<file path="src/rtl/tdsr_pkg.sv">
// Shared types, constants and saturation limits for the tridiagonal reduction block.
package tdsr_pkg;

    localparam int COEF_W       = 32;
    localparam int FRAC_W       = 16;
    localparam int NUM_W        = COEF_W + FRAC_W;
    localparam int CFG_W        = 7;
    localparam int DEF_MAX_ROWS = 64;
    localparam logic [CFG_W-1:0] DEF_ROW_COUNT = CFG_W'(64);

    localparam logic signed [COEF_W-1:0] COEF_MAX = {1'b0, {(COEF_W-1){1'b1}}};
    localparam logic signed [COEF_W-1:0] COEF_MIN = {1'b1, {(COEF_W-1){1'b0}}};

    typedef logic signed [COEF_W-1:0] t_coef;

    // One stored row: lower, diagonal, upper, right side
    typedef logic [3:0][COEF_W-1:0] t_row;

    typedef struct packed {
        logic signed [31:0] row_lower;
        logic signed [31:0] row_diag;
        logic signed [31:0] row_upper;
        logic signed [31:0] row_rhs;
    } t_in_row;

    typedef struct packed {
        logic signed [31:0] out_lower;
        logic signed [31:0] out_diag;
        logic signed [31:0] out_upper;
        logic signed [31:0] out_rhs;
        logic               last_row;
        logic               divide_fault;
    } t_out_row;

    // Saturated value with its overflow flag
    typedef struct packed {
        t_coef val;
        logic  ovf;
    } t_sat;

    typedef struct packed {
        logic  start;
        t_coef num;
        t_coef den;
    } t_div_req;

    typedef struct packed {
        logic done;
        t_sat res;
    } t_div_rsp;

endpackage

</file>
<file path="src/rtl/tdsr_mul.sv">
// Q16.16 multiplier: registered product, floor shift and saturation.
module tdsr_mul
    import tdsr_pkg::*;
(
    input  logic  i_clk,
    input  t_coef i_a,
    input  t_coef i_b,
    output t_sat  o_res
);

    logic signed [2*COEF_W-1:0]      r_prod;
    logic signed [2*COEF_W-FRAC_W-1:0] shifted;
    logic [2*COEF_W-FRAC_W-COEF_W:0]   top_bits;

    // Register the full product
    always_ff @(posedge i_clk) begin
        r_prod <= i_a * i_b;
    end

    // Drop the fraction bits (rounds toward minus infinity) and saturate
    always_comb begin
        shifted  = r_prod[2*COEF_W-1:FRAC_W];
        top_bits = shifted[2*COEF_W-FRAC_W-1:COEF_W-1];
        o_res.ovf = !((&top_bits) || !(|top_bits));
        if (o_res.ovf) begin
            o_res.val = shifted[2*COEF_W-FRAC_W-1] ? COEF_MIN : COEF_MAX;
        end else begin
            o_res.val = shifted[COEF_W-1:0];
        end
    end

endmodule

</file>
<file path="config.mk">
export PLATFORM = sky130hd
export DESIGN_NAME = tdsr_mul
export DESIGN_NICKNAME = d
export VERILOG_FILES = /design/src/rtl/tdsr_pkg.sv /design/src/rtl/tdsr_mul.sv
export SDC_FILE = /design/constraint.sdc
export NUM_CORES = 2
export LEC_CHECK = 0
export ABC_CLOCK_PERIOD_IN_PS = 15200
export BUFFER_PORTS_ARGS = -buffer_cell sky130_fd_sc_hd__buf_2
export CORE_UTILIZATION = 52
export CTS_CLUSTER_SIZE = 16
export DETAILED_ROUTE_END_ITERATION = 6
export PLACE_DENSITY = 0.74
export SYNTH_ARGS = -nofsm -noshare
export SYNTH_HDL_FRONTEND = slang
export SYNTH_SLANG_ARGS = --single-unit
export TNS_END_PERCENT = 100
</file>
<file path="constraint.sdc">
create_clock -name i_clk -period 15.2 [get_ports i_clk]
set_input_delay 4.56 -clock i_clk [delete_from_list [all_inputs] [get_ports i_clk]]
set_output_delay 4.56 -clock i_clk [all_outputs]
set_load 0.01 [all_outputs]
</file>
==> results_dict.tcl <==
set metrics [dict create \
    cpLargestDelayFamily "adder cells" \
    dp.cells 4715 \
    instances_no_fill 4728 \
    pre_cts_ws_ns 2.23 \
    slew_headroom_pct 19.6 \
    die_h_um 268 \
    fin_ws_ns 2.56 \
    synth_edf_count 0 \
    critPathBufInv 8 \
    ys_warn_count 0 \
    drive_above_1_share_pct 3.86 \
    fmaxAchievable_ghz 0.0791 \
    htreeDepth 2 \
    io_pins 98 \
    synth_ff_type "dfxtp_1" \
    hp-class "register to primary output" \
    postSynthAreaPerCell_sq_um 9.52 \
    top_register "r_prod" \
    syn_to_final_growth_pct 3.35 \
    antenna_found_initial 8 \
    holdBufCountCts 0 \
    initial_core_util_pct 52.6 \
    core_area_sq_mm 0.0700 \
    min_period_ns 12.64 \
    synth_adder_area_share_pct 64.8 \
    slowest_stage "fa_1" \
    hold_path_depth 2 \
    dpl.hpwl_mm 75.2 \
    top_regs "r_prod: 48 flops" \
    end_kind "register" \
    post-route-period-util_pct 83.2 \
    synthArstFlopShare_pct 0 \
    cp.arrival_ns 12.87 \
    drc_errors 0 \
    status "complete, no violations" \
    seq_area_frac_synth_pct 2.61 \
    fp-row-count 97 \
    synth_cells 3869 \
    crit_path_max_incr_delay_ns 0.81 \
    die_w_um 268 \
    slew_violations 0 \
    holdWs_ns 5.36 \
    required_ns 15.43 \
    largest_reg_flops 48 \
    cts_num_sinks 48 \
    hold_viol 0 \
    tns_ns 0 \
    holdPathEnd "o_res[13]" \
    use_met2_pct 48.7 \
    cpMostUsedCell "fa_1" \
    grt-busiest-layer "met2" \
    synth-seq-cells 48 \
    start_kind "input pin" \
    routed_wirelength_mm 88.7 \
    cp_max_fo 32 \
    synth_area_sq_mm 0.0368 \
    grt_overflow 0 \
    grt_pass1_vias 28793 \
    grt_usage_pct 26.4 \
    cts_buffer_depth 2 \
    ys_types 62 \
    ant_nets 0 \
    synth-compound-area-share_pct 3.43 \
    routedWlPerCell_um 18.8 \
    viasPerCell 5.37 \
    timing_worst_slew_pin_value_ns 1.21 \
    worstHoldStart "r_prod[28]" \
    synthSimpleGateAreaFrac_pct 15.6 \
    post_cts_resized 0 \
    grt_pass1_wl_mm 148 \
    die_area_sq_mm 0.0719 \
    drtIter0Drc 1413 \
    via_count 25370 \
    grt_max_degree 34 \
    root_buffer "clkbuf_16" \
    synth_top_family_by_area "adder cells" \
    synthXorXnorAreaFrac_pct 1.52 \
    gp_congestion 0.903 \
    maxCapViolCount 0 \
    cts_setup_buffers 0 \
    final_nets 5108 \
    setup.worst_path.class "input pin to register" \
    cts.clk_slew.worst_paths_ns 0.07 \
    use_met1_pct 31.0 \
    use_met3_pct 2.51 \
    cts-buffers-inserted 5 \
    setup_viol 0 \
    cts_tree "done" \
    syn-num-nets 5195 \
    fillers 6212 \
    io_buffers 97 \
    synthMuxAreaShare_pct 0 \
    rsz0062_at_grt "false" \
    firstDrtPassIters 5 \
]
## synth_stat cells (all sizes together), types with 2 or more instances
cell type / instances / area share, %
a31oi: 6 / 0.14
ha: 180 / 6.1
and2: 510 / 8.7
a211oi: 4 / 0.082
nand2b: 13 / 0.22
o31ai: 3 / 0.075
clkbuf: 204 / 2.1
nand3: 12 / 0.16
o211ai: 4 / 0.082
fa: 1081 / 59
and3: 6 / 0.10
xnor2: 46 / 1.1
o21bai: 8 / 0.17
nor3: 7 / 0.095
xor2: 18 / 0.43
nor2: 45 / 0.46
buf: 6 / 0.075
and4: 2 / 0.054
or3: 4 / 0.068
nand2: 513 / 5.2
a21o: 54 / 1.1
o311ai: 2 / 0.088
inv: 962 / 9.8
nand4: 17 / 0.29
nor4: 4 / 0.068
dfxtp: 48 / 2.6
nor2b: 4 / 0.068
a21oi: 53 / 0.76
or2: 3 / 0.051
o21ai: 29 / 0.43
a41oi: 2 / 0.048
## metrics by stage
step | area [sq um] | utilization, %
6_report | 38100 | 54.4
5_1_grt | 38100 | 54.4
4_1_cts | 38100 | 54.4
3_5_place_dp | 37900 | 54.1
3_3_place_gp | 37900 | 54.1
2_1_floorplan | 36800 | -
## cell type report
cell class	instances	area, sq um	share of cell area [%]
well taps	940	1180	3.09
repair buffers	116	628	1.65
inverters	962	3610	9.48
flip-flops and latches	48	961	2.52
clock buffers	5	125	0.329
multi-input cells	2649	31500	82.7
clock inverters	3	68.8	0.181
diodes	5	12.5	0.0329
## metal layers
layer / part of all wire (%) / up-vias
met4: 5.1 / 6
met1: 36 / 13488
met2: 54 / 826
li1: - / 10797
met5: 0.034 / -
met3: 4.8 / 253
## cell usage in the layout (no fill, tap or decap), types with 5 or more instances in the layout
master,netlist,final
a21o_1,54,54
a21oi_1,51,51
and2_1,510,510
and3_1,6,6
buf_2,4,97
buf_4,0,19
clkbuf_16,0,5
dfxtp_1,48,48
diode_2,0,5
fa_1,1081,1081
ha_1,180,180
inv_1,961,961
nand2_1,513,513
nand2b_1,13,13
nand3_1,12,12
nand4_1,17,17
nor2_1,45,44
nor3_1,7,7
o21ai_0,15,15
o21ai_1,12,12
o21bai_1,7,7
xnor2_1,46,46
xor2_1,18,18
## logic make-up after synthesis
family | Yosys count
flops | 48
fa+ha+maj | 1261
xor+xnor | 64
simple gates | 1144
buf+inv | 1172
compound gates | 180
## worst max path at each step
stage                       start    endpoint  slack, ns  cells after the start
after CTS                 i_a[31]  r_prod[57]       2.54                     26
final                     i_a[31]  r_prod[57]       2.56                     26
after global routing      i_a[31]  r_prod[56]       2.10                     26
after floorplan            i_b[2]  r_prod[57]       3.27                     24
after detailed placement  i_a[31]  r_prod[57]       2.23                     26
after global placement    i_a[31]  r_prod[57]       2.39                     26
Power is left out: the tool's default activity adds up to more than one toggle a clock period on the data nets, which glitch-free logic cannot reach.
