File: config.mk
export PLATFORM = sky130hd
export DESIGN_NAME = tdsr_div
export DESIGN_NICKNAME = d
export VERILOG_FILES = /design/src/rtl/tdsr_pkg.sv /design/src/rtl/tdsr_div.sv
export SDC_FILE = /design/constraint.sdc
export NUM_CORES = 1
export LEC_CHECK = 0
export BUFFER_PORTS_ARGS = -buffer_cell sky130_fd_sc_hd__buf_2
export CORE_MARGIN = 5
export CORE_UTILIZATION = 56
export DETAILED_ROUTE_END_ITERATION = 12
export GPL_TIMING_DRIVEN = 1
export PLACE_DENSITY = 0.79
export RECOVER_POWER = 100
export SLEW_MARGIN = 40
export SYNTH_ARGS = -nofsm -noshare
export SYNTH_HDL_FRONTEND = slang
export SYNTH_SLANG_ARGS = --single-unit
File: constraint.sdc
create_clock -name i_clk -period 6.7 [get_ports i_clk]
set_input_delay 0 -clock i_clk [delete_from_list [all_inputs] [get_ports i_clk]]
set_output_delay 0 -clock i_clk [all_outputs]
set_load 0.1 [all_outputs]
File: src/rtl/tdsr_pkg.sv
// Shared types, constants and saturation limits for the tridiagonal reduction block.
package tdsr_pkg;

    localparam int COEF_W       = 32;
    localparam int FRAC_W       = 16;
    localparam int NUM_W        = COEF_W + FRAC_W;
    localparam int CFG_W        = 7;
    localparam int DEF_MAX_ROWS = 64;
    localparam logic [CFG_W-1:0] DEF_ROW_COUNT = CFG_W'(64);

    localparam logic signed [COEF_W-1:0] COEF_MAX = {1'b0, {(COEF_W-1){1'b1}}};
    localparam logic signed [COEF_W-1:0] COEF_MIN = {1'b1, {(COEF_W-1){1'b0}}};

    typedef logic signed [COEF_W-1:0] t_coef;

    // One stored row: lower, diagonal, upper, right side
    typedef logic [3:0][COEF_W-1:0] t_row;

    typedef struct packed {
        logic signed [31:0] row_lower;
        logic signed [31:0] row_diag;
        logic signed [31:0] row_upper;
        logic signed [31:0] row_rhs;
    } t_in_row;

    typedef struct packed {
        logic signed [31:0] out_lower;
        logic signed [31:0] out_diag;
        logic signed [31:0] out_upper;
        logic signed [31:0] out_rhs;
        logic               last_row;
        logic               divide_fault;
    } t_out_row;

    // Saturated value with its overflow flag
    typedef struct packed {
        t_coef val;
        logic  ovf;
    } t_sat;

    typedef struct packed {
        logic  start;
        t_coef num;
        t_coef den;
    } t_div_req;

    typedef struct packed {
        logic done;
        t_sat res;
    } t_div_rsp;

endpackage

File: src/rtl/tdsr_div.sv
// Iterative divider for the elimination factor -(x * 2^16) / y, two quotient bits per cycle.
module tdsr_div
    import tdsr_pkg::*;
(
    input  logic     i_clk,
    input  logic     i_rst_n,
    input  t_div_req i_req,
    output t_div_rsp o_rsp
);

    localparam int STEPS = NUM_W / 2;
    localparam int SC_W  = $clog2(STEPS);

    logic              r_busy;
    logic [SC_W-1:0]   r_cnt;
    logic [NUM_W-1:0]  r_quo;
    logic [COEF_W-1:0] r_rem;
    logic [COEF_W-1:0] r_dvs;
    logic              r_neg;
    t_div_rsp          r_rsp;

    logic [NUM_W-1:0]  quo_nx;
    logic [COEF_W-1:0] rem_nx;
    logic [COEF_W:0]   trial;
    logic [COEF_W-1:0] num_mag;
    logic [COEF_W-1:0] den_mag;
    logic              big;
    t_sat              fin;

    assign num_mag = i_req.num[COEF_W-1] ? COEF_W'(-i_req.num) : i_req.num;
    assign den_mag = i_req.den[COEF_W-1] ? COEF_W'(-i_req.den) : i_req.den;

    // Two restoring steps per cycle
    always_comb begin
        quo_nx = r_quo;
        rem_nx = r_rem;
        trial  = '0;
        for (int s = 0; s < 2; s++) begin
            trial  = {rem_nx, quo_nx[NUM_W-1]};
            quo_nx = {quo_nx[NUM_W-2:0], 1'b0};
            if (trial >= {1'b0, r_dvs}) begin
                trial     = trial - {1'b0, r_dvs};
                quo_nx[0] = 1'b1;
            end
            rem_nx = trial[COEF_W-1:0];
        end
    end

    // Apply the sign and saturate the final magnitude
    always_comb begin
        big = |quo_nx[NUM_W-1:COEF_W-1];
        if (r_neg) begin
            fin.ovf = big;
            fin.val = big ? COEF_MAX : quo_nx[COEF_W-1:0];
        end else begin
            fin.ovf = big && (quo_nx != NUM_W'(COEF_MIN[COEF_W-1:0]));
            fin.val = fin.ovf ? COEF_MIN : COEF_W'(-quo_nx[COEF_W-1:0]);
        end
    end

    always_ff @(posedge i_clk) begin
        if (!i_rst_n) begin
            r_busy    <= 1'b0;
            r_rsp     <= '0;
            r_cnt     <= '0;
        end else begin
            r_rsp.done <= 1'b0;
            if (i_req.start) begin
                if (i_req.den == '0) begin
                    // Zero divisor: flag it and saturate by the sign of x; a zero x gives zero
                    r_rsp.done    <= 1'b1;
                    r_rsp.res.ovf <= 1'b1;
                    if (i_req.num == '0) begin
                        r_rsp.res.val <= '0;
                    end else begin
                        r_rsp.res.val <= i_req.num[COEF_W-1] ? COEF_MAX : COEF_MIN;
                    end
                end else begin
                    r_busy <= 1'b1;
                    r_cnt  <= '0;
                    r_quo  <= {num_mag, {FRAC_W{1'b0}}};
                    r_rem  <= '0;
                    r_dvs  <= den_mag;
                    r_neg  <= i_req.num[COEF_W-1] ^ i_req.den[COEF_W-1];
                end
            end else if (r_busy) begin
                r_quo <= quo_nx;
                r_rem <= rem_nx;
                r_cnt <= r_cnt + SC_W'(1);
                if (r_cnt == SC_W'(STEPS - 1)) begin
                    r_busy     <= 1'b0;
                    r_rsp.done <= 1'b1;
                    r_rsp.res  <= fin;
                end
            end
        end
    end

    assign o_rsp = r_rsp;

endmodule

==> impl_results.md, run 1 <==
- Largest delay share family, worst path: compound AO/OA/AOI/OAI gates
- Hold/Removal Path Class: input port to flip-flop
- Die ar.: 24,000 sq um
- Hold slack: 0.0193 ns
- Final Wtd Congestion: roughly 0.95
- Main synth FF type: edfxtp_1
- Vias in the first global route: 11,200
- Initial Utilization: 0.564
- GR Util All Layers: 0.287
- Port buffer count: 100
- FFs w/ async S/R, synth: 0
- TritonCTS clock tree: done
- Worst slew margin: -1.37
- Final clock skew: 0.0137 ns
- Via Count: 11,600
- Status: complete, but fails checks
- Initial antenna violation count: 0
- Post-DP HPWL: 24,700 um
- Syn Inst Count: 1,378
- Tot Pwr: 7.28 mW
- Share of the synthesized area in the top cell type: 0.288
- Flops & latches, synth: roughly 150
- Area growth from synthesis to layout: 20.6%
- CTS Buf Count: 17
- Boundary Pins: 101
- Worst path slowest cell: fa_2
- Grt total ovfl: 0
- WP data arrival: 6.88 ns
- Crit path max fanout: 7
- Crit path launch type: flip-flop
- # fillers: 1,609
- Syn avg cell area: 8.55 sq um
- Fmax achieved: 0.153 GHz
- Failing checks: capacitance limit, slew limit
- Initial DRC Count: 1,385
- # diodes: 0
- Final Hold Viols: 0
- CTS H-Tree Depth: 4
- Post-synthesis sequential area ratio: 0.356
- Root Driver: clkbuf_16
- Largest net degree at the start of global routing: 86
- Critical Path RT: 7.05 ns
- WP buf/inv: 3
- Detailed-route DRC error count: 0
- First-pass GRT wire length: approximately 56,000 um
- Final nets: 1,690
- Crit end category: flip-flop
- Worst vdd ir: ~0.00036 V
- Routed WL: 35,500 um
- DR vias/cell: 6.32
- Max Cap Violations: 5
- Slew @ Worst Pin: between 3 and 4 ns
- Lkg Pwr: 5.58 nW
- Synth warn: 0
- Ranking of synthesized cells by area: edfxtp_1 29%, ha_1 7.2%, dfxtp_1 6.8%
- First-pass DRT Iterations: 6
- Layout cells sized above 1: 0.139
- Detail Route Antenna Nets: 0
- Sink Count: 153
- Syn nets: about 1,500
- Final worst-path cycle share: 0.975
- Most frequent cell after synthesis: nor2_1
- Synth cell count leaders: 167 x nor2_1, 122 x a21oi_1, 113 x edfxtp_1, 108 x o21ai_0, 106 x nand2_1
- Slew Limit Fails: slightly above 200
- Row count: 53
- Die W: 155 um
- Clk pin slew, worst setup/hold paths: approximately 0.06 ns
- Die Y: 155 um
- Number of distinct library cells after synthesis: 78
- Core Area: between 20,000 and 25,000 sq um
- CP Class: flip-flop to flip-flop
- Worst-skew pair later-pin latency: 0.43 ns
- Fin Setup TNS: 0 ns
- Max stage delay on crit path: between 0.4 and 0.5 ns
- Drt wl/cell: 19.3 um
- Yosys top cell by area: edfxtp_1
- Synthesized area: roughly 12,000 sq um
- Fin crit period: 6.53 ns
- Final setup vio count: 0
- Number of synthesized flops with an enable pin: 113
- Clk buf depth: 2
- P per Cell Area: 512 nW/um^2
-- cells in the final DEF, fill, tap and decap left out, types with 6 or more instances in the layout --
master         count
nor2_1           164
a21oi_1          119
edfxtp_1         113
nand2_1          105
o21ai_0           96
xor2_1            62
buf_2             61
ha_1              59
xnor2_1           55
dlygate4sd3_1     54
inv_1             53
buf_4             51
clkbuf_1          46
dfxtp_1           40
a21o_1            36
nor3_1            32
nand3_1           26
or3_1             24
o31ai_1           22
nor2b_1           21
clkbuf_16         19
o211ai_1          16
mux2i_1           16
and3_1            14
nor4_1            13
or4_1             13
a31oi_1           12
o21ai_1           11
o21a_1            10
nand4_1            9
a211oi_1           9
and2_1             9
nand2b_1           8
o21bai_1           8
or2_2              8
o41ai_1            8
o221ai_1           7
a311oi_1           6
-- path summary, 6_finish.rpt --
path,start,end,slack (ns),cells after the start
worst max-delay path,r_quo[47]$_DFFE_PP_,o_rsp[30]$_SDFFE_PN0P_,0.17,32
worst min-delay path,i_req[45],r_quo[29]$_DFFE_PP_,0.02,3
worst max register to register,r_quo[47]$_DFFE_PP_,o_rsp[30]$_SDFFE_PN0P_,0.17,32
worst min register to register,o_rsp[15]$_SDFFE_PN0P_,o_rsp[15]$_SDFFE_PN0P_,0.51,2
-- power breakdown --
| part | switching (mW) | leakage [nW] | internal, mW | total, mW |
|---|---|---|---|---|
| clock network | 0.414 | 0.297 | 0.572 | 0.986 |
| logic | 2.85 | 3.89 | 2.07 | 4.92 |
| registers | 0.102 | 1.40 | 1.27 | 1.37 |
-- cell type report --
class | count | area [sq um] | area share
clock inverters | 10 | 100 | 0.00704
multi-input cells | 1111 | 7410 | 0.521
well taps | 275 | 344 | 0.0242
flip-flops and latches | 153 | 4190 | 0.295
repair buffers | 214 | 1450 | 0.102
inverters | 56 | 215 | 0.0151
clock buffers | 22 | 497 | 0.0350
-- state kept, by name, summed over array words and instances, names as in the netlist --
name	cells
r_quo	48
o_rsp	34
r_dvs	32
r_rem	32
r_cnt	5
r_busy	1
r_neg	1
-- per-stage QoR --
stage / area, sq um / cells / util / worst slack, ns
finish: 14200 / 1841 / 0.680 / 0.169
global route: 14200 / 1841 / 0.680 / -0.0722
CTS: 14100 / 1833 / 0.676 / 0.0217
detailed placement: 12900 / 1747 / 0.620 / -0.0424
global placement: 12900 / 1745 / 0.617 / 0.164
floorplan: 11900 / 1378 / - / 0.00696
-- logic make-up (layout without fill, tap and decap cells) --
kind of cell / Yosys count / count (layout) / synth area share
AND/OR/NAND/NOR: 484 / 484 / 0.202
AO/OA/AOI/OAI: 419 / 419 / 0.224
flip-flops: 153 / 153 / 0.356
XOR/XNOR: 117 / 117 / 0.0870
buffers and inverters: 114 / 302 / 0.0373
adder cells (fa/ha/maj): 70 / 70 / 0.0756
multiplexers: 21 / 21 / 0.0183
-- metal layers --
metal / wire (um) / share of wire / GRT usage / up-vias
met1: 14300 / 0.40 / 0.374 / 5446
met5: 0 / 0 / 0 / -
met2: 17100 / 0.48 / 0.481 / 649
met3: 2950 / 0.083 / 0.0490 / 103
li1: - / - / - / 5439
met4: 1170 / 0.033 / 0.105 / 0
-- worst reg2reg max path, delay by kind of cell, from the launching register on --
kind,cells,cell delay [ns]
AO/OA/AOI/OAI,15,2.89
flip-flops,1,0.38
XOR/XNOR,1,0.15
buffers and inverters,3,0.31
adder cells (fa/ha/maj),4,1.00
AND/OR/NAND/NOR,8,1.43
multiplexers,1,0.29
-- what timing repair did --
item	CTS	global route
endpoints found under the hold margin	53	0
endpoints found under the setup margin	7	33
buffers inserted	0	8
gates resized for setup	8	49
hold buffers	54	0
pin swaps	2	21
Note: power is estimated with default switching activity, not from simulation.
==> run 2, diff against run 1 <==
Settings changed: MAX_ROUTING_LAYER set to met4.
==> run 2 against run 1 <==
Compared with the run above:
- hold slack worse by 0.011 ns
- sequential share of layout area fell by 0.14 points
- non-clock buffer count grew 13
- largest cell class unchanged
- the flow still finishes with violations (capacitance limit, slew limit)
- sequential power barely moved
- wire length up 0.46%
==> impl_results.md, run 2 (synthesis results as in run 1) <==
- Status: complete, but fails checks
- Failing checks: capacitance limit, slew limit
- Worst slew margin: -1.07 (+0.301)
- PnR worst setup slack: 0.115 ns (-0.0540 ns)
- Critical Path RT: 7.07 ns (+0.02 ns)
- Detail Route Antenna Nets: 0 (unchanged)
- Reg2reg setup slack: 0.12 ns (-0.05 ns)
- GR Util All Layers: 0.293 (+0.00667)
- Worst path slowest cell: edfxtp_1
- CTS Buf Count: 17 (unchanged)
- First-pass DRT Iterations: 6 (unchanged)
- Largest Register: r_quo
- Fin Setup TNS: 0 ns (unchanged)
- Layout cells sized above 1: 0.152 (+0.0134)
- Core Area: 20,900 sq um (unchanged)
- Worst-skew pair later-pin latency: 0.43 ns (about the same)
- Crit path launch type: flip-flop
- Fmax achieved: 0.152 GHz (-0.82%)
- Final clock skew: 0.0104 ns (-0.00327 ns)
- RSZ-0062 raised after global routing: yes
- Lkg Pwr: 5.65 nW (+1.2%)
- Post-DP HPWL: 24,500 um (-0.85%)
- Fin crit period: 6.58 ns (+0.0540 ns)
- Row count: 53 (unchanged)
- # fillers: 1,639 (+1.9%)
- Commonest non-fill, non-tap cell in the layout: nor2_1
- Port buffer count: 100 (unchanged)
- Die W: 155 um (unchanged)
- Max Cap Violations: 6 (+1)
- Initial antenna violation count: 1 (+1)
- Final setup vio count: 0 (unchanged)
- TritonCTS clock tree: done
- Final nets: 1,703 (+0.77%)
- Crit end category: flip-flop
- Final Hold Viols: 0 (unchanged)
- Largest register FFs: 48 (unchanged)
- CTS H-Tree Depth: 4 (unchanged)
- First-pass GRT wire length: 56,000 um (-0.84%)
- Boundary Pins: 101 (unchanged)
- Sink Count: 153 (unchanged)
- Hold/Removal Path Class: input port to flip-flop
- Most used cell, CP: a21o_1
- Initial Utilization: 0.564 (unchanged)
- Area growth from synthesis to layout: 21.2%
- Die ar.: 24,000 sq um (unchanged)
- Final worst-path cycle share: 0.983 (+0.00805)
- Setup crit end: o_rsp[10]$_SDFFE_PN0P_
- Commonest cells after routing, fill and taps aside: 165 x nor2_1, 118 x a21oi_1, 113 x edfxtp_1
- Largest net degree at the start of global routing: 78 (-9.3%)
- Crit path max fanout: 11 (+4)
- Slew Limit Fails: 257 (+27%)
- Via Count: 11,700 (+0.31%)
- Final Wtd Congestion: 0.969 (+1.7%)
- P per Cell Area: 513 nW/um^2 (+0.24%)
- Vias in the first global route: 11,100 (-1.4%)
- RR Startpoint: r_dvs[4]$_DFFE_PP_
- WP data arrival: 6.95 ns (+0.07 ns)
- DR vias/cell: 6.29 (-0.45%)
- Initial DRC Count: 1,280 (-7.6%)
- Clk buf depth: 2 (unchanged)
- Die Y: 155 um (unchanged)
- Grt total ovfl: 0 (unchanged)
- Clk pin slew, worst setup/hold paths: 0.07 ns (about the same)
- CP startpoint: r_dvs[4]$_DFFE_PP_
- Max stage delay on crit path: 0.41 ns (about the same)
- Routed WL: 35,700 um (+0.46%)
- CP Class: flip-flop to flip-flop
- Root Driver: clkbuf_16
- Post-Layout Cell Count: 1,855 (+0.76%)
- Detailed-route DRC error count: 0 (unchanged)
- Placed insts: 1,748 (+0.057%)
- Cells on worst reg2reg path: 29 (-9.4%)
- R2r endpoint: o_rsp[10]$_SDFFE_PN0P_
- Hold slack: 0.00799 ns (-0.0113 ns)
- Worst vdd ir: 0.000400 V (+12%)
- Slew @ Worst Pin: 3.10 ns (-0.452 ns)
- Drt wl/cell: 19.2 um (-0.30%)
- Place WS: -0.0970 ns (-0.0546 ns)
## run 2: through the flow
stage	utilization	power (mW)	instance area, sq um
finish	0.683	7.33	14300
CTS	0.671	6.90	14000
floorplan	-	4.76	11900
global placement	0.618	5.80	12900
detailed placement	0.619	5.90	12900
global route	0.683	7.85	14300
## run 2: layout make-up
cell class	instances	area, sq um	share of cell area
antenna	1	2.50	0.000175
timing repair buffer	227	1550	0.109
sequential	153	4190	0.294
clock buffer	21	482	0.0337
inverter	56	215	0.0151
multi-input combinational	1111	7410	0.519
tap	275	344	0.0241
clock inverter	11	80.1	0.00561
## run 2: critical path, delay by kind of cell, from the launching register on
kind	cells	cell delay [ns]
multiplexers	1	0.23
flip-flops	1	0.41
AO/OA/AOI/OAI	16	3.23
AND/OR/NAND/NOR	6	1.35
adder cells (fa/ha/maj)	3	0.77
buffers and inverters	3	0.53
## run 2: routing by layer
metal  track usage  routed length, um  vias to the layer above  share of wire
met3        0.0434               2690                      126          0.075
li1              -                  -                     5456              -
met5             -                  0                        -              0
met4         0.106               1200                        0          0.034
met2         0.478              17200                      633           0.48
met1         0.374              14600                     5458           0.41
## run 2: power by group
group / leakage [nW] / switching [mW] / internal [mW]
clock network: 0.281 / 0.415 / 0.520
registers: 1.40 / 0.0977 / 1.27
logic: 3.97 / 2.87 / 2.16
total: 5.65 / 3.38 / 3.95
## run 2: timing repair
action | CTS | global route
setup endpoints to repair | 16 | 33
resized for setup | 7 | 60
pin swaps | 2 | 33
hold buffers | 50 | 0
endpoints found under the hold margin | 51 | 0
setup buffers | 1 | 23
## run 2: worst min-delay path by stage
| stage | to | cells past startpoint | slack, ns | from |
|---|---|---|---|---|
| 3_3_place_gp | r_dvs[0]$_DFFE_PP_ | 1 | 0.21 | i_req[0] |
| 5_1_grt | r_quo[44]$_DFFE_PP_ | 3 | 0.003 | i_req[60] |
| 3_5_place_dp | r_dvs[0]$_DFFE_PP_ | 1 | 0.22 | i_req[0] |
| 2_1_floorplan | r_dvs[0]$_DFFE_PP_ | 0 | 0.1 | i_req[0] |
| 4_1_cts | r_quo[21]$_DFFE_PP_ | 3 | 0.0005 | i_req[37] |
| 6_report | r_quo[21]$_DFFE_PP_ | 3 | 0.008 | i_req[37] |
==> run 3, diff against run 2 <==
Settings changed: CORE_UTILIZATION 56 to 58, PLACE_DENSITY 0.79 to 0.89.
Clock period 6.7 ns to 8 ns, I/O delays scaled along.
==> run 3 against run 2 <==
Compared with the run above:
- the run ends with hold timing, capacitance limit, slew limit left
- setup slack better by 0.30 ns
- non-clock buffer count shrank 52
- final cell count down 3.1%
- power fell by 22%
- clock-buffer cell count is 3 lower
- sequential cell count unchanged
- critical path type unchanged
- critical path depth down 1
- design area fell by 4.6%
- global-route usage increased by 0.81 points
- core utilization down 0.59 points
==> impl_results.md, run 3 (synthesis results as in run 1) <==
- Status: complete, but fails checks
- Slew @ Worst Pin: 3.69 ns (+0.592 ns)
- Place WS: 0.490 ns (+0.587 ns)
- Initial DRC Count: 1,512 (+18%)
- Worst path slowest cell: or3_1
- First-pass GRT wire length: 56,900 um (+1.7%)
- Lkg Pwr: 5.30 nW (-6.1%)
- TritonCTS clock tree: done
- Fin Setup TNS: 0 ns (unchanged)
- Clk pin slew, worst setup/hold paths: 0.07 ns (about the same)
- Die W: 153 um (-1.6%)
- Final nets: 1,651 (-3.1%)
- WP data arrival: 7.94 ns (+0.99 ns)
- Core Area: 20,100 sq um (-3.8%)
- Layout cells sized above 1: 0.0910 (-0.0610)
- DR vias/cell: 6.54 (+4.0%)
- Initial antenna violation count: 0 (-1)
- Root Driver: clkbuf_16
- Detailed-route DRC error count: 0 (unchanged)
- Final clock skew: 0.0122 ns (+0.00176 ns)
- Detail Route Antenna Nets: 0 (unchanged)
- Die Y: 153 um (-1.6%)
- Commonest cells after routing, fill and taps aside: 164 x nor2_1, 122 x a21oi_1, 113 x edfxtp_1
- Routed WL: 35,100 um (-1.6%)
- Post-DP HPWL: 24,000 um (-2.3%)
- Vias in the first global route: 11,400 (+2.7%)
- Hold/Removal Path Class: input port to flip-flop
- First-pass DRT Iterations: 7 (+1)
- P per Cell Area: 418 nW/um^2 (-19%)
- Clk buf depth: 2 (unchanged)
- Dpl cell area: 12,600 sq um (-2.6%)
- CTS Buf Count: 17 (unchanged)
- Final worst-path cycle share: 0.948 (-0.0351)
- Sequential power share: 0.202 (+0.016)
- Worst slew margin: -1.46 (-0.395)
- Sw Pwr: 2.71 mW (-20%)
- Crit path launch type: flip-flop
- Largest Register: r_quo
- # fillers: 1,479 (-9.8%)
- CTS H-Tree Depth: 4 (unchanged)
- Switching part of the total: 0.475 (+0.0142)
- Row count: 52 (-1.9%)
- Largest net degree at the start of global routing: 89 (+14%)
- Largest delay share family, worst path: compound AO/OA/AOI/OAI gates
- GR Util All Layers: 0.302 (+0.00814)
- Final Hold Viols: 1 (+1)
- Final setup vio count: 0 (unchanged)
- Worst-skew pair later-pin latency: 0.44 ns (about the same)
- Failing checks: hold timing, capacitance limit, slew limit
- Area growth from synthesis to layout: 15.6%
- Boundary Pins: 101 (unchanged)
- Via Count: 11,800 (+0.70%)
- # diodes: 0 (-1)
- Combinational share of power: 0.662 (-0.024)
- Max stage delay on crit path: 0.48 ns (+0.07 ns)
- Worst vdd ir: 0.000246 V (-38%)
- RSZ-0062 raised after global routing: no
- Commonest non-fill, non-tap cell in the layout: nor2_1
- Crit end category: flip-flop
- Initial Utilization: 0.586 (+0.0220)
- Internal: 2.99 mW (-24%)
- Fmax achieved: 0.132 GHz (-13%)
- Sink Count: 153 (unchanged)
- Hold slack: -0.0259 ns (-0.0339 ns)
- Fin crit period: 7.58 ns (+0.997 ns)
- Clock power frac: 0.136 (+0.008)
- Final Wtd Congestion: 0.965 (-0.36%)
- WP buf/inv: 2 (-1)
- Grt total ovfl: 0 (unchanged)
- PnR worst setup slack: 0.418 ns (+0.303 ns)
- Max Cap Violations: 5 (-1)
- Critical Path RT: 8.36 ns (+1.29 ns)
- Largest register FFs: 48 (unchanged)
- Crit path max fanout: 16 (+5)
- Drt wl/cell: 19.5 um (+1.5%)
- CP Class: flip-flop to flip-flop
- Port buffer count: 100 (unchanged)
- Die ar.: 23,300 sq um (-3.2%)
- Slew Limit Fails: 235 (-8.6%)
- Final Cell Area: 13,600 sq um (-4.6%)
[run 3: routing by layer]
layer,up-vias,part of all wire,track usage
li1,5351,-,-
met1,5458,0.39,0.383
met2,780,0.46,0.474
met3,166,0.099,0.0531
met4,0,0.046,0.136
met5,-,0,-
[run 3: through the flow]
step / cells / power (mW) / utilization
3_5_place_dp: 1709 / 4.73 / 0.626
5_1_grt: 1797 / 6.10 / 0.678
3_3_place_gp: 1706 / 4.58 / 0.624
6_report: 1797 / 5.70 / 0.678
2_1_floorplan: 1378 / 3.94 / -
4_1_cts: 1796 / 5.55 / 0.682
[run 3: cell type report]
class | count | area, sq um | share of cell area
clock inverters | 14 | 111 | 0.00817
repair buffers | 175 | 1140 | 0.0835
inverters | 56 | 213 | 0.0156
multi-input cells | 1111 | 7180 | 0.527
flip-flops and latches | 153 | 4190 | 0.308
clock buffers | 18 | 450 | 0.0331
well taps | 270 | 338 | 0.0248
[run 3: final timing paths]
| kind | startpoint | end | slack (ns) | cells after the start |
|---|---|---|---|---|
| max | r_rem[3]$_SDFFCE_PP0P_ | o_rsp[2]$_SDFFE_PN0P_ | 0.42 | 28 |
| max reg2reg | r_rem[3]$_SDFFCE_PP0P_ | o_rsp[2]$_SDFFE_PN0P_ | 0.42 | 28 |
| min reg2reg | o_rsp[23]$_SDFFE_PN0P_ | o_rsp[23]$_SDFFE_PN0P_ | 0.53 | 2 |
| min | i_req[40] | r_quo[24]$_DFFE_PP_ | -0.03 | 3 |
[run 3: power by group through the flow]
stage | registers (mW) | logic, mW | clock network [mW]
global placement | 1.15 | 3.43 | 0
global route | 1.16 | 4.14 | 0.806
floorplan | 1.13 | 2.81 | 0
finish | 1.15 | 3.77 | 0.774
CTS | 1.14 | 3.64 | 0.770
detailed placement | 1.16 | 3.58 | 0
[run 3: worst register-to-register path, delay by kind of cell (launching register included)]
family	cells	cell delay, ns
buffers and inverters	2	0.49
and+or+nand+nor	7	1.89
muxes	1	0.13
AOI/OAI and AO/OA	15	3.55
adders and majority gates	3	1.02
DFF	1	0.42
[run 3: what timing repair did]
| item | 4_1_cts | 5_1_grt |
|---|---|---|
| gates resized for setup | 0 | 6 |
| endpoints found under the setup margin | 0 | 31 |
| hold endpoints to repair | 53 | 0 |
| buffers inserted | 0 | 1 |
| hold buffers | 55 | 0 |
